<file path="config.mk">
export PLATFORM = sky130hd
export DESIGN_NAME = eotf_mac
export DESIGN_NICKNAME = d
export VERILOG_FILES = /design/src/rtl/eotf_pkg.sv /design/src/rtl/eotf_mac.sv
export SDC_FILE = /design/constraint.sdc
export NUM_CORES = 2
export LEC_CHECK = 0
export BUFFER_PORTS_ARGS = -buffer_cell sky130_fd_sc_hd__buf_2
export CAP_MARGIN = 20
export CELL_PAD_IN_SITES_DETAIL_PLACEMENT = 1
export CELL_PAD_IN_SITES_GLOBAL_PLACEMENT = 2
export CORE_MARGIN = 1.5
export CORE_UTILIZATION = 40
export DETAILED_ROUTE_END_ITERATION = 10
export GPL_ROUTABILITY_DRIVEN = 0
export PLACE_DENSITY_LB_ADDON = 0.1
export RECOVER_POWER = 25
export SYNTH_ARGS = -nofsm -noshare
export SYNTH_HDL_FRONTEND = slang
export SYNTH_SLANG_ARGS = --single-unit
export TNS_END_PERCENT = 5
</file>
<file path="constraint.sdc">
create_clock -name clk -period 25.9 [get_ports clk]
set_clock_uncertainty 0.1 [all_clocks]
set_input_delay 5.18 -clock clk [delete_from_list [all_inputs] [get_ports clk]]
set_output_delay 5.18 -clock clk [all_outputs]
set_load 0.05 [all_outputs]
</file>
<file path="src/rtl/eotf_pkg.sv">
// eotf_pkg: types, constants and shared helpers for the early onset trend filter
// no dependencies; every rtl file refers to it by scoped names
`timescale 1ns / 1ps

package eotf_pkg;

  localparam int PRICE_BITS     = 24;
  localparam int COEF_FRAC_BITS = 30;

  localparam int CoefBits  = 32;
  localparam int KBits     = 24;
  localparam int ValBits   = 40;
  localparam int OperBits  = 41;
  localparam int LoBits    = 24;
  localparam int PartBits  = 25;
  localparam int ProdBits  = CoefBits + PartBits;
  localparam int AccBits   = 80;
  localparam int RatioBits = 64;
  localparam int DiffBits  = PRICE_BITS + 2;
  localparam int QBits     = 21;
  localparam int QWideBits = 25;

  localparam int HpShift   = COEF_FRAC_BITS;
  localparam int RoofShift = COEF_FRAC_BITS + 1;
  localparam int DecayFrac = 24;
  localparam int QFrac     = 16;

  localparam logic signed [CoefBits-1:0] DecayCoef = 32'sd16626178;

  // shared divider: 25 quotient bits, quotient held at 2^24
  localparam int DivSteps     = 25;
  localparam int DivCountBits = 5;
  localparam int DivPreShift  = 8;
  localparam logic [QWideBits-1:0] DivLimit = 25'd16777216;

  localparam logic signed [QWideBits-1:0] QuotMax = 25'sd1048575;
  localparam logic signed [QWideBits-1:0] QuotMin = -25'sd1048576;

  // configuration register indexes
  localparam logic [2:0] CfgHpGain       = 3'd0;
  localparam logic [2:0] CfgHpFbOne      = 3'd1;
  localparam logic [2:0] CfgHpFbTwo      = 3'd2;
  localparam logic [2:0] CfgSmoothGain   = 3'd3;
  localparam logic [2:0] CfgSmoothFbOne  = 3'd4;
  localparam logic [2:0] CfgSmoothFbTwo  = 3'd5;
  localparam logic [2:0] CfgQuotientK    = 3'd6;

  localparam logic signed [CoefBits-1:0] HpGainReset      = 32'sd1027580589;
  localparam logic signed [CoefBits-1:0] HpFbOneReset     = 32'sd2054147566;
  localparam logic signed [CoefBits-1:0] HpFbTwoReset     = 32'sd982434040;
  localparam logic signed [CoefBits-1:0] SmoothGainReset  = 32'sd84836352;
  localparam logic signed [CoefBits-1:0] SmoothFbOneReset = 32'sd1677528327;
  localparam logic signed [CoefBits-1:0] SmoothFbTwoReset = -32'sd688622844;
  localparam logic signed [KBits-1:0]    QuotientKReset   = 24'sd58982;

  typedef logic signed [AccBits-1:0]  acc_t;
  typedef logic signed [ValBits-1:0]  val_t;
  typedef logic signed [OperBits-1:0] oper_t;
  typedef logic signed [PartBits-1:0] part_t;
  typedef logic signed [ProdBits-1:0] prod_t;
  typedef logic signed [CoefBits-1:0] coef_t;

  // one partial-product request to the multiply-accumulate unit
  typedef struct packed {
    logic issue;
    logic first;
    logic hi;
  } mac_op_t;

  typedef enum logic [18:0] {
    S_IDLE     = 19'h00001,
    S_HP_MUL   = 19'h00002,
    S_HP_WAIT  = 19'h00004,
    S_HP_RND   = 19'h00008,
    S_RF_MUL   = 19'h00010,
    S_RF_WAIT  = 19'h00020,
    S_RF_RND   = 19'h00040,
    S_PK_MUL   = 19'h00080,
    S_PK_WAIT  = 19'h00100,
    S_PK_CMP   = 19'h00200,
    S_NUM_MUL  = 19'h00400,
    S_NUM_WAIT = 19'h00800,
    S_NUM_ADD  = 19'h01000,
    S_DEN_MUL  = 19'h02000,
    S_DEN_WAIT = 19'h04000,
    S_DEN_ADD  = 19'h08000,
    S_DIV_GO   = 19'h10000,
    S_DIV_RUN  = 19'h20000,
    S_FIN      = 19'h40000
  } state_t;

  // round half up by 2^-s, then saturate to signed 40 bits
  function automatic val_t round_sat40(input acc_t v, input int unsigned s);
    acc_t half;
    acc_t t;
    half = acc_t'(1) <<< (s - 1);
    t    = (v + half) >>> s;
    if (t[AccBits-1:ValBits-1] == '0 || t[AccBits-1:ValBits-1] == '1) begin
      round_sat40 = t[ValBits-1:0];
    end else if (t[AccBits-1]) begin
      round_sat40 = {1'b1, {(ValBits-1){1'b0}}};
    end else begin
      round_sat40 = {1'b0, {(ValBits-1){1'b1}}};
    end
  endfunction

endpackage

</file>
<file path="src/rtl/eotf_mac.sv">
// eotf_mac: shared 32 x 25 signed multiplier with an 80-bit accumulator
// depends on eotf_pkg
`timescale 1ns / 1ps

module eotf_mac (
  input  logic              clk,
  input  logic              rst,
  input  eotf_pkg::mac_op_t op,
  input  eotf_pkg::coef_t   a,
  input  eotf_pkg::part_t   b,
  output eotf_pkg::acc_t    acc
);

  eotf_pkg::prod_t prod;
  logic            tag_valid;
  logic            tag_first;
  logic            tag_hi;
  eotf_pkg::acc_t  addend;

  always_ff @(posedge clk) begin
    if (rst) begin
      tag_valid <= 1'b0;
    end else begin
      tag_valid <= op.issue;
    end
  end

  always_ff @(posedge clk) begin
    prod      <= a * b;
    tag_first <= op.first;
    tag_hi    <= op.hi;
  end

  // upper partial sits 24 bits up
  always_comb begin
    addend = eotf_pkg::acc_t'(prod);
    if (tag_hi) begin
      addend = addend <<< eotf_pkg::LoBits;
    end
  end

  always_ff @(posedge clk) begin
    if (tag_valid) begin
      acc <= tag_first ? addend : acc + addend;
    end
  end

endmodule

</file>
### Yosys cells after proc, flatten, opt, wreduce, memory -nomap -nowiden

Cells that the tools add are included.

* flip-flop bits (word level): 140
* output and inout bits: 80

* add/subtract/negate cells: 1
* multiply operators: 1
* multiplexer cells: 2

Operator list (number)
* $mux 80: 2
* $add 80x80->80: 1
* $mul 32x25->57: 1

### Longest topological paths before layout

* depth after elaboration: 3
* mapped depth: 29
* depth with buffers taken out: 27

### Least setup slack after synthesis

Ideal clock, no wire load.

* kind: input to register
* start point: in b[4]
* end point: reg prod[55]
* setup time: 0.118 ns
* arrival time: 11.751 ns
* data required time: 25.682 ns
* slack: 13.931 ns
* stages: 27
* path buffers: 1
* cells stage by stage: clkbuf_1 > nand2_1 > fa_1 > inv_1 > fa_1 > inv_1 > fa_1 > fa_1 > inv_1 > fa_1 > fa_1 > inv_1 > fa_1 > inv_1 > ha_1 > and3_1 > and3_1 > nand2_1 > or4_1 > a21oi_1 > o21ai_1 > a21oi_2 > a31oi_1 > nor3b_1 > a311o_1 > a21oi_1 > xnor2_1

* word-level cells in the longest chain between the ends: 1

Ends and longest elaborated chain
* from (decl): RTL line eotf_mac.sv:10 `input eotf_pkg::part_t b,`
* $mul 32x25->57: RTL line eotf_mac.sv:29 `prod <= a * b;`
* to (signal assigned): RTL line eotf_mac.sv:29
* to (decl): RTL line eotf_mac.sv:14 `eotf_pkg::prod_t prod;`

No other way between the ends.
A chain may end at the register's enable or synchronous reset.

### Final worst setup path

* start point: in b[2]
* end point: reg prod[54]

Same word-level chain as after synthesis.

==> flow_metrics.env <==
export IMPL_grt_pass1_vias=30791
export IMPL_antenna_left=0
export IMPL_insertion_delay_ns=0.46
export IMPL_clock_sinks=140
export IMPL_cts_buffers=17
export IMPL_drt_total_wl_mm=120
export IMPL_cts_resized=0
export IMPL_cts_max_level=4
export IMPL_timing_final_crit_share_pct=48.9
export IMPL_yosys_warnings=0
export IMPL_hpwlAfterDp_mm=97.4
export IMPL_grt_usage_pct=25.4
export IMPL_drt_iter0_markers=1461
export IMPL_grt_pass1_wl_mm=188
export IMPL_core_area_um2=93500
export IMPL_final_nets=5264
export IMPL_layout_common_cells="inv_1 (848), fa_1 (820), nand2_1 (538), and2_1 (409), ha_1 (234)"
export IMPL_crit_slowest_cell="buf_2"
export IMPL_avgRoutedWirePerCell_um=22.1
export IMPL_synth_top_family_by_area="adder cells"
export IMPL_timing_critical_path_mode_cell="fa_1"
export IMPL_ctsLongestPathBuffers=2
export IMPL_die_area_um2=96400
export IMPL_synth_compound_area_share_pct=8.08
export IMPL_yosys_area_share_adder_pct=51.1
export IMPL_tns_ns=0
export IMPL_worstMarginPinSlew_ns=2.59
export IMPL_root_buffer="clkbuf_16"
export IMPL_diodes=0
export IMPL_final_common_cell="inv_1"
export IMPL_syn_cell_area_um2=37800
export IMPL_die_w_um=311
export IMPL_synthMuxAreaShare_pct=1.28
export IMPL_fmax_mhz=78.9
export IMPL_fp_row_count=112
export IMPL_relSlewSlack_pct=-72.5
export IMPL_n_fill_cell=10969
export IMPL_worst_slack_ns=13.23
export IMPL_synthXorXnorAreaFrac_pct=3.17
export IMPL_slew_viol_final=83
export IMPL_firstDrtPassIters=5
export IMPL_synth_async_sr_flop_share_pct=0
export IMPL_cp_required_ns=26.17
export IMPL_period_needed_ns=12.67
export IMPL_die_h_um=311
export IMPL_cpPeakStageDelay_ns=0.65
export IMPL_crit_fanout=32
export IMPL_start_util_pct=40.5
export IMPL_avgViaCountPerCell=5.12
export IMPL_drc=0
export IMPL_violations="capacitance limit, slew limit"
export IMPL_ys_seq_elements=140
export IMPL_path_clk_slew_ns=0.06
export IMPL_netlist_instances=4168
export IMPL_dp_slack_ns=12.70
export IMPL_setup_viol=0
export IMPL_syn_nets=5284
export IMPL_maxCapViolCount=2
export IMPL_seq_area_frac_synth_pct=9.53
export IMPL_rsz0062_at_grt="no"
export IMPL_cp_start_kind="input port"
export IMPL_cts_hold_fix_buffers=0
export IMPL_grt_start_max_net_pins=76
export IMPL_antenna_found_initial=1
export IMPL_critical_path_class="input port to flop"
export IMPL_layout_drive_gt1_share_pct=6.03
export IMPL_hp_class="flop to flop"
export IMPL_synth_ff_type="edfxtp_1"
export IMPL_yosys_area_share_simple_pct=16.4
export IMPL_postCtsSetupRepairBufs=0
export IMPL_syn_area_per_cell_um2=9.08
export IMPL_area_growth_pct=5.88
export IMPL_synth_edf_count=80
export IMPL_num_io_pins=142
export IMPL_io_buffers=141
export IMPL_hold_viol=0
export IMPL_cp_end_kind="flop"
export IMPL_cts_tree="built"
export IMPL_finish_utilization_pct=42.9
export IMPL_status="complete, but fails checks"
export IMPL_grt_overflow_total=0
export IMPL_route_vias_total=27706
export IMPL_whs_ns=0.607
export IMPL_ys_types=73
export IMPL_crit_arrival_ns=12.95
## final timing paths
path | to | cells past startpoint | slack [ns] | from
setup / recovery | prod[54] | 25 | 13.23 | b[2]
hold / removal | acc[0] | 2 | 0.61 | acc[0]
setup reg to reg | acc[72] | 14 | 20.30 | tag_hi
hold reg to reg | acc[0] | 2 | 0.61 | acc[0]
## routing by layer
metal / global-route usage, % / up-vias / wire [µm]
met5: 0 / - / 116
met3: 4.13 / 87 / 5650
met4: 5.51 / 2 / 2350
li1: - / 12607 / -
met2: 39.6 / 520 / 53200
met1: 37.1 / 14490 / 58500
## flip-flops by register name, summed over array words and instances (netlist names)
| name | flops |
|---|---|
| tag_valid | 1 |
| prod | 57 |
| tag_first | 1 |
| tag_hi | 1 |
| acc | 80 |
## through the flow
stage,cell area (µm²),cells
floorplan,37800,4168
global placement,39500,5383
detailed placement,39500,5383
CTS,40100,5415
global route,40100,5415
finish,40100,5415
## Yosys cell counts (5+ instances only)
| library cell | number | share of area [%] |
|---|---|---|
| a31oi_1 | 18 | 0.30 |
| o21ai_0 | 81 | 1.1 |
| o21a_1 | 14 | 0.28 |
| nand2_1 | 538 | 5.3 |
| mux2_2 | 40 | 1.2 |
| edfxtp_1 | 80 | 6.4 |
| and3_1 | 23 | 0.38 |
| nor2b_1 | 45 | 0.74 |
| fa_1 | 820 | 43 |
| nand4_1 | 16 | 0.26 |
| a211o_1 | 5 | 0.12 |
| and4_1 | 5 | 0.12 |
| clkbuf_1 | 186 | 1.8 |
| inv_1 | 848 | 8.4 |
| nand3_1 | 29 | 0.38 |
| a21o_1 | 78 | 1.5 |
| and2_1 | 409 | 6.8 |
| o31ai_1 | 8 | 0.16 |
| nor2_1 | 125 | 1.2 |
| ha_1 | 234 | 7.7 |
| or2_2 | 5 | 0.083 |
| xnor2_1 | 89 | 2.1 |
| nor3_1 | 17 | 0.22 |
| buf_1 | 8 | 0.079 |
| o21bai_1 | 19 | 0.38 |
| o21ai_1 | 29 | 0.38 |
| a211oi_1 | 8 | 0.16 |
| a21oi_1 | 164 | 2.2 |
| nand2b_1 | 27 | 0.45 |
| xor2_1 | 48 | 1.1 |
| or3_1 | 5 | 0.083 |
| dfxtp_1 | 60 | 3.2 |
## logic make-up (layout without fill, tap and decap cells)
group	count (synthesis)	count (layout)
xor+xnor	137	137
compound gates	487	487
flops	140	140
fa+ha+maj	1054	1054
buf+inv	1046	1039
simple gates	1261	1261
mux	43	43
## layout make-up
cell class	count	area [µm²]	share of cell area (%)
sequential	140	3610	9.00
tap	1254	1570	3.92
clock buffer	17	425	1.06
clock inverter	15	141	0.353
inverter	849	3190	7.96
timing repair buffer	158	830	2.07
multi-input combinational	2982	30300	75.6
## critical path: cells and delay by family
kind                       cells  cell delay, ns
buffers and inverters          5            0.85
AOI/OAI and AO/OA              6            1.46
adders and majority gates      8            3.86
muxes                          1            0.36
and+or+nand+nor                5            1.19
Power is not shown: default switching activity piles up to over one toggle a cycle in this logic, so the estimate is an artifact.
