[src/rtl/eotf_pkg.sv]
// eotf_pkg: types, constants and shared helpers for the early onset trend filter
// no dependencies; every rtl file refers to it by scoped names
`timescale 1ns / 1ps

package eotf_pkg;

  localparam int PRICE_BITS     = 24;
  localparam int COEF_FRAC_BITS = 30;

  localparam int CoefBits  = 32;
  localparam int KBits     = 24;
  localparam int ValBits   = 40;
  localparam int OperBits  = 41;
  localparam int LoBits    = 24;
  localparam int PartBits  = 25;
  localparam int ProdBits  = CoefBits + PartBits;
  localparam int AccBits   = 80;
  localparam int RatioBits = 64;
  localparam int DiffBits  = PRICE_BITS + 2;
  localparam int QBits     = 21;
  localparam int QWideBits = 25;

  localparam int HpShift   = COEF_FRAC_BITS;
  localparam int RoofShift = COEF_FRAC_BITS + 1;
  localparam int DecayFrac = 24;
  localparam int QFrac     = 16;

  localparam logic signed [CoefBits-1:0] DecayCoef = 32'sd16626178;

  // shared divider: 25 quotient bits, quotient held at 2^24
  localparam int DivSteps     = 25;
  localparam int DivCountBits = 5;
  localparam int DivPreShift  = 8;
  localparam logic [QWideBits-1:0] DivLimit = 25'd16777216;

  localparam logic signed [QWideBits-1:0] QuotMax = 25'sd1048575;
  localparam logic signed [QWideBits-1:0] QuotMin = -25'sd1048576;

  // configuration register indexes
  localparam logic [2:0] CfgHpGain       = 3'd0;
  localparam logic [2:0] CfgHpFbOne      = 3'd1;
  localparam logic [2:0] CfgHpFbTwo      = 3'd2;
  localparam logic [2:0] CfgSmoothGain   = 3'd3;
  localparam logic [2:0] CfgSmoothFbOne  = 3'd4;
  localparam logic [2:0] CfgSmoothFbTwo  = 3'd5;
  localparam logic [2:0] CfgQuotientK    = 3'd6;

  localparam logic signed [CoefBits-1:0] HpGainReset      = 32'sd1027580589;
  localparam logic signed [CoefBits-1:0] HpFbOneReset     = 32'sd2054147566;
  localparam logic signed [CoefBits-1:0] HpFbTwoReset     = 32'sd982434040;
  localparam logic signed [CoefBits-1:0] SmoothGainReset  = 32'sd84836352;
  localparam logic signed [CoefBits-1:0] SmoothFbOneReset = 32'sd1677528327;
  localparam logic signed [CoefBits-1:0] SmoothFbTwoReset = -32'sd688622844;
  localparam logic signed [KBits-1:0]    QuotientKReset   = 24'sd58982;

  typedef logic signed [AccBits-1:0]  acc_t;
  typedef logic signed [ValBits-1:0]  val_t;
  typedef logic signed [OperBits-1:0] oper_t;
  typedef logic signed [PartBits-1:0] part_t;
  typedef logic signed [ProdBits-1:0] prod_t;
  typedef logic signed [CoefBits-1:0] coef_t;

  // one partial-product request to the multiply-accumulate unit
  typedef struct packed {
    logic issue;
    logic first;
    logic hi;
  } mac_op_t;

  typedef enum logic [18:0] {
    S_IDLE     = 19'h00001,
    S_HP_MUL   = 19'h00002,
    S_HP_WAIT  = 19'h00004,
    S_HP_RND   = 19'h00008,
    S_RF_MUL   = 19'h00010,
    S_RF_WAIT  = 19'h00020,
    S_RF_RND   = 19'h00040,
    S_PK_MUL   = 19'h00080,
    S_PK_WAIT  = 19'h00100,
    S_PK_CMP   = 19'h00200,
    S_NUM_MUL  = 19'h00400,
    S_NUM_WAIT = 19'h00800,
    S_NUM_ADD  = 19'h01000,
    S_DEN_MUL  = 19'h02000,
    S_DEN_WAIT = 19'h04000,
    S_DEN_ADD  = 19'h08000,
    S_DIV_GO   = 19'h10000,
    S_DIV_RUN  = 19'h20000,
    S_FIN      = 19'h40000
  } state_t;

  // round half up by 2^-s, then saturate to signed 40 bits
  function automatic val_t round_sat40(input acc_t v, input int unsigned s);
    acc_t half;
    acc_t t;
    half = acc_t'(1) <<< (s - 1);
    t    = (v + half) >>> s;
    if (t[AccBits-1:ValBits-1] == '0 || t[AccBits-1:ValBits-1] == '1) begin
      round_sat40 = t[ValBits-1:0];
    end else if (t[AccBits-1]) begin
      round_sat40 = {1'b1, {(ValBits-1){1'b0}}};
    end else begin
      round_sat40 = {1'b0, {(ValBits-1){1'b1}}};
    end
  endfunction

endpackage

[src/rtl/eotf_div.sv]
// eotf_div: restoring divider, one quotient bit per cycle, floor(n * 2^17 / d)
// held at 2^24; depends on eotf_pkg
`timescale 1ns / 1ps

module eotf_div (
  input  logic                                 clk,
  input  logic                                 rst,
  input  logic                                 start,
  input  logic [eotf_pkg::RatioBits-1:0]       dividend,
  input  logic [eotf_pkg::RatioBits-1:0]       divisor,
  output logic                                 busy,
  output logic [eotf_pkg::QWideBits-1:0]       quotient
);

  logic [eotf_pkg::RatioBits-1:0]    rem;
  logic [eotf_pkg::QWideBits-1:0]    bits;
  logic [eotf_pkg::QWideBits-1:0]    q;
  logic [eotf_pkg::DivCountBits-1:0] count;
  logic                              ovf;
  logic [eotf_pkg::RatioBits:0]      trial;
  logic [eotf_pkg::RatioBits:0]      dwide;
  logic [eotf_pkg::RatioBits-1:0]    head;

  assign busy  = (count != '0);
  assign trial = {rem, bits[eotf_pkg::QWideBits-1]};
  assign dwide = {1'b0, divisor};
  // dividend bits above the quotient window; a prefix at or above the divisor means overflow
  assign head  = dividend >> eotf_pkg::DivPreShift;

  always_ff @(posedge clk) begin
    if (rst) begin
      count <= '0;
    end else if (start) begin
      count <= eotf_pkg::DivCountBits'(eotf_pkg::DivSteps);
    end else if (busy) begin
      count <= count - 1'b1;
    end
  end

  always_ff @(posedge clk) begin
    if (start) begin
      rem  <= head;
      bits <= {dividend[eotf_pkg::DivPreShift-1:0],
               {(eotf_pkg::QWideBits - eotf_pkg::DivPreShift){1'b0}}};
      q    <= '0;
      ovf  <= (head >= divisor);
    end else if (busy) begin
      bits <= bits << 1;
      if (trial >= dwide) begin
        rem <= eotf_pkg::RatioBits'(trial - dwide);
        q   <= {q[eotf_pkg::QWideBits-2:0], 1'b1};
      end else begin
        rem <= trial[eotf_pkg::RatioBits-1:0];
        q   <= {q[eotf_pkg::QWideBits-2:0], 1'b0};
      end
    end
  end

  assign quotient = (ovf || q > eotf_pkg::DivLimit) ? eotf_pkg::DivLimit : q;

endmodule
[config.mk]
export PLATFORM = sky130hd
export DESIGN_NAME = eotf_div
export DESIGN_NICKNAME = d
export VERILOG_FILES = /design/src/rtl/eotf_pkg.sv /design/src/rtl/eotf_div.sv
export SDC_FILE = /design/constraint.sdc
export NUM_CORES = 1
export LEC_CHECK = 0
export BUFFER_PORTS_ARGS = -buffer_cell sky130_fd_sc_hd__buf_2
export CORE_MARGIN = 2
export CORE_UTILIZATION = 51
export CTS_CLUSTER_DIAMETER = 40
export DETAILED_ROUTE_END_ITERATION = 10
export PLACE_DENSITY_LB_ADDON = 0.08
export SETUP_SLACK_MARGIN = 0.15
export SKIP_LAST_GASP = 1
export SYNTH_ARGS = -nofsm -noshare
export SYNTH_HDL_FRONTEND = slang
export SYNTH_SLANG_ARGS = --single-unit
export TNS_END_PERCENT = 50
[constraint.sdc]
create_clock -name clk -period 4.69 [get_ports clk]
set_input_delay 0.938 -clock clk [delete_from_list [all_inputs] [get_ports clk]]
set_output_delay 0.938 -clock clk [all_outputs]
set_load 0.02 [all_outputs]
**Word-level counts from Yosys, hierarchy flattened**

Index checks and enable logic that the tools add are counted.
Widths: inputs -> output; s select.

- Register bits after elaboration: 103
- Bits of input ports: 131
- Output and inout bits: 26
- Logic and storage cells: 25

- Add/sub/neg operators: 2
- $lt $le $gt $ge: 3
- Multiplexer cells: 9
- Reduce and logical (&&, ||, !) cells: 4

Operator list:

| operator | number |
|---|---|
| $mux 56 | 2 |
| $mux 25 | 3 |
| $ge 65x64->1 | 1 |
| $ge 56x64->1 | 1 |
| $mux 64 | 1 |
| $sub 64x64->64 | 1 |
| $gt 25x25->1 const B | 1 |
| $mux 5 | 2 |
| $reduce_bool 5->1 | 1 |
| $sub 5x1->5 const B | 1 |
| $reduce_bool 2->1 | 1 |
| $reduce_or 2->1 | 1 |
| $logic_or 1x1->1 | 1 |
| $mux 1 | 1 |

**Logic depth before layout (Yosys ltp)**

- Word-level depth: 4
- Depth in mapped cells: 15
- Depth with buffers taken out: 13

**Least setup slack after synthesis**

No wires, ideal clock.

- Path type: input to register
- Start point: input port divisor[26] (netlist name)
- End point: register rem[15] (netlist name) (data pin)
- Library setup time: 0.254 ns
- Data arrival time: 3.585 ns
- Required time: 4.436 ns
- Setup slack: 0.851 ns
- Cell stages on the path: 15
- Buffers on the path: 3
- Cell sequence: inv_1 -> ha_1 -> buf_2 -> nand4_2 -> or3_1 -> nor2_1 -> a21oi_1 -> or3b_1 -> and3_4 -> o221a_4 -> clkbuf_1 -> buf_2 -> a21oi_1 -> o21ai_0 -> o21a_1

- Cells in the longest elaborated chain, start to end: 4

Ends and longest elaborated chain:

| item | RTL line | text |
|---|---|---|
| start, declared | eotf_div.sv:10 | `input logic [eotf_pkg::RatioBits-1:0] divisor,` |
| $ge 65x64->1 | eotf_div.sv:49 | `if (trial >= dwide) begin` |
| $mux 64 | eotf_div.sv:49 |  |
| $mux 56 | eotf_div.sv:47 | `end else if (busy) begin` |
| $mux 56 | eotf_div.sv:41 | `if (start) begin` |
| end signal, assigned | eotf_div.sv:50 | `rem <= eotf_pkg::RatioBits'(trial - dwide);` |
| end signal, assigned | eotf_div.sv:53 | `rem <= trial[eotf_pkg::RatioBits-1:0];` |
| end, declared | eotf_div.sv:15 | `logic [eotf_pkg::RatioBits-1:0] rem;` |

No other way between the ends. The select of a mux whose other input is x is not followed.
A chain may end at the register's enable or synchronous reset.

**Final worst setup path**

- Start point: input port divisor[0] (netlist name)
- End point: register rem[56] (netlist name)

- Cells in the longest elaborated chain, start to end: 2
- Elaborated cells on any way between the ends: 3
- Those cells by class: add/sub (1); order compare (1); mux (1)

Ends and longest elaborated chain:

| item | RTL line |
|---|---|
| $sub 64x64->64 or $ge 65x64->1 (tied branches) | eotf_div.sv:50, eotf_div.sv:49 |
| $mux 64 * | eotf_div.sv:49 |

Every way passes the cells marked *; elsewhere a longest branch is shown, timed or not.

==> results.md <==
- Worst EP required: 4980 ps
- DP HPWL: 21600 um
- Min Tclk post-route: 4010 ps
- Routed WL per cell: 16.5 um
- Clk slew on worst S/H paths: 80 ps
- Tot Pwr: 5.84 mW
- Critical path arrival: 4290 ps
- Final net count: 1676
- Share of the yosys chip area belonging to registers: 26.6%
- #FFs+latches synth: 103
- Worst Slack Setup Final: 681 ps
- Maximum Capacitance Violations: 0
- Fin util: 58.9%
- DR iter-0 viols: 663
- Setup bufs post-CTS: 0
- CP Capture Type: flip-flop
- Worst-Skew Late Latency: 370 ps
- Top cell type's share of synthesized area: 19.1%
- Kind of critical path: in2reg
- Max Slew Vio Count: 0
- Post-synth EDFFs: 65
- Hold Crit Depth: 2
- Top-count cell post-synth: nand2_1
- Antenna-violating nets left: 0
- Wirelength, routed: 27900 um
- Setup TNS: 0 ps
- Clk sink count: 103
- Clock Skew: 9.20 ps
- Synth area leaders: edfxtp_1, ha_1, dfxtp_1
- Number of remaining DRC errors: 0
- Router iterations before antenna repair: 5
- Cells after Synth: 1315
- GRT Total Usage: 26.2%
- Layout area overhead: 12.5%
- Hold Crit Class: reg2reg
- Synth top cells by count: nand2_1, a21oi_1, ha_1
- Avg Vias per Cell: 5.87
- PwrDens: 508 nW/um^2
- Hold_buf cts: 0
- LEAKAGE: 5.27 nW
- Largest net degree at the start of global routing: 73
- R2R depth: 13
- Antenna diode count: 0
- Layout cells sized above 1: 14.6%
- Total number of vias: 9924
- Crit start category: input pin
- IO Pins: 157
- Worst slack, placed: 310 ps
- Initial antenna violation count: 0
- Die width: 146 um
- Vias in the first global route: 9393
- CP max FO: 7
- Cell Rows: 51
- Yosys cell types: 66
- Worst-margin pin slew: 795 ps
- Routability cong.: 0.951
- Fin. Hold Viols: 0
- Max clock buf depth: 2
- Maximum vdd drop: 0.267 mV
- Synth warn: 0
- Die H: 146 um
- Post-CTS sizing: 0
- Synth Cell Area: 10200 sq um
- RSZ-0062 raised after global routing: no
- Synth Net Count: 1569
- Fin crit share: 85.5%
- Mean Syn Cell Area: 7.77 sq um
- Async S/R FF share, synth: 0%
- Max Fclk: 0.249 GHz
- Area of the die: 21200 sq um
- CORE AREA: 19500 sq um
- Clk root buf: clkbuf_16
- Outcome: finished, final reports clean
- Port Buffers: 156
- Gr ovfl total: 0
- Worst slew margin: 47.0%
- Starting Density: 52.3%
- Num CTS Buffers: 9
- Global-route wire length before repair: 46400 um
- H-tree lvl count: 3
- Final setup violation count: 0
- Synth Flop Type: edfxtp_1
- Post-synth top area cell: edfxtp_1
- CTS tree: done
[critical path: stages]
cell	delay, ps
buf_2	110
ha_1	220
fa_1	390
nand2b_1	170
a21oi_1	200
o41a_1	360
o21a_1	250
a21oi_2	100
o21ai_1	350
a311oi_1	200
and4b_1	240
or4_1	500
a311oi_1	250
[flip-flops by register name, summed over array words and instances (netlist names)]
signal	flops
ovf	1
rem	64
bits	8
count	5
q	25
[path summary, 6_finish.rpt]
kind	from	slack [ps]	end
setup / recovery	divisor[0]	680	rem[56]
hold / removal	q[24]	470	q[24]
setup reg to reg	bits[24]	880	rem[56]
hold reg to reg	q[24]	470	q[24]
[layout by cell type (no fill, tap or decap), types with 4 or more instances in the layout]
master and instances:
a22oi_1 4, a221o_1 9, edfxtp_1 65, xor2_1 33, a221oi_1 4, nor2b_1 10
a21o_1 31, o21ai_0 66, ha_1 122, dfxtp_1 38, nand4_1 37, and2_1 30
a21oi_1 140, mux2_2 10, a31oi_1 28, nand2b_1 13, o21a_1 15, nand3_1 22
nand2_1 182, o31ai_1 7, or3_1 7, a2111oi_0 4, nor2_1 75, a211oi_1 6
nor3_1 44, nor4_1 13, o211ai_1 14, buf_2 155, inv_1 93, xnor2_1 28
mux2i_1 6, clkbuf_16 9, o21bai_1 15, buf_4 12, and3_1 15
[power breakdown]
group	leakage [nW]	switching [mW]	internal [mW]	total [mW]
registers	0.995	0.159	1.29	1.45
logic	4.12	2.16	1.42	3.58
clock network	0.149	0.427	0.384	0.811
total	5.27	2.75	3.10	5.84
[layout make-up]
| class | count | area [sq um] |
|---|---|---|
| clock buffer | 9 | 225 |
| clock inverter | 7 | 83.8 |
| fill | 1891 | 8030 |
| inverter | 95 | 357 |
| multi-input combinational | 1044 | 6880 |
| sequential | 103 | 2710 |
| tap | 265 | 332 |
| timing repair buffer | 169 | 906 |
[routing by layer]
layer  vias up  GRT usage, %  routed length [um]
met5         -             0                   0
met4         0          7.94                 665
met3        43          3.51                1310
met2       287          42.9               12800
met1      4599          36.2               13200
li1       4995             -                   -
[cell families after synthesis]
logic type	synth area share, %
buffers and inverters	6.26
AND/OR/NAND/NOR	22.0
AO/OA/AOI/OAI	23.2
flip-flops	26.6
adder cells (fa/ha/maj)	15.1
XOR/XNOR	5.23
multiplexers	1.69
[per-stage QoR]
stage	hold WS (ps)	std cells	area [sq um]
final	465	1692	11500
after global routing	495	1692	11500
after CTS	471	1692	11500
after detailed placement	457	1676	11200
after global placement	441	1676	11200
after floorplan	432	1315	10200
No activity file was read; power rests on OpenSTA's default activity.
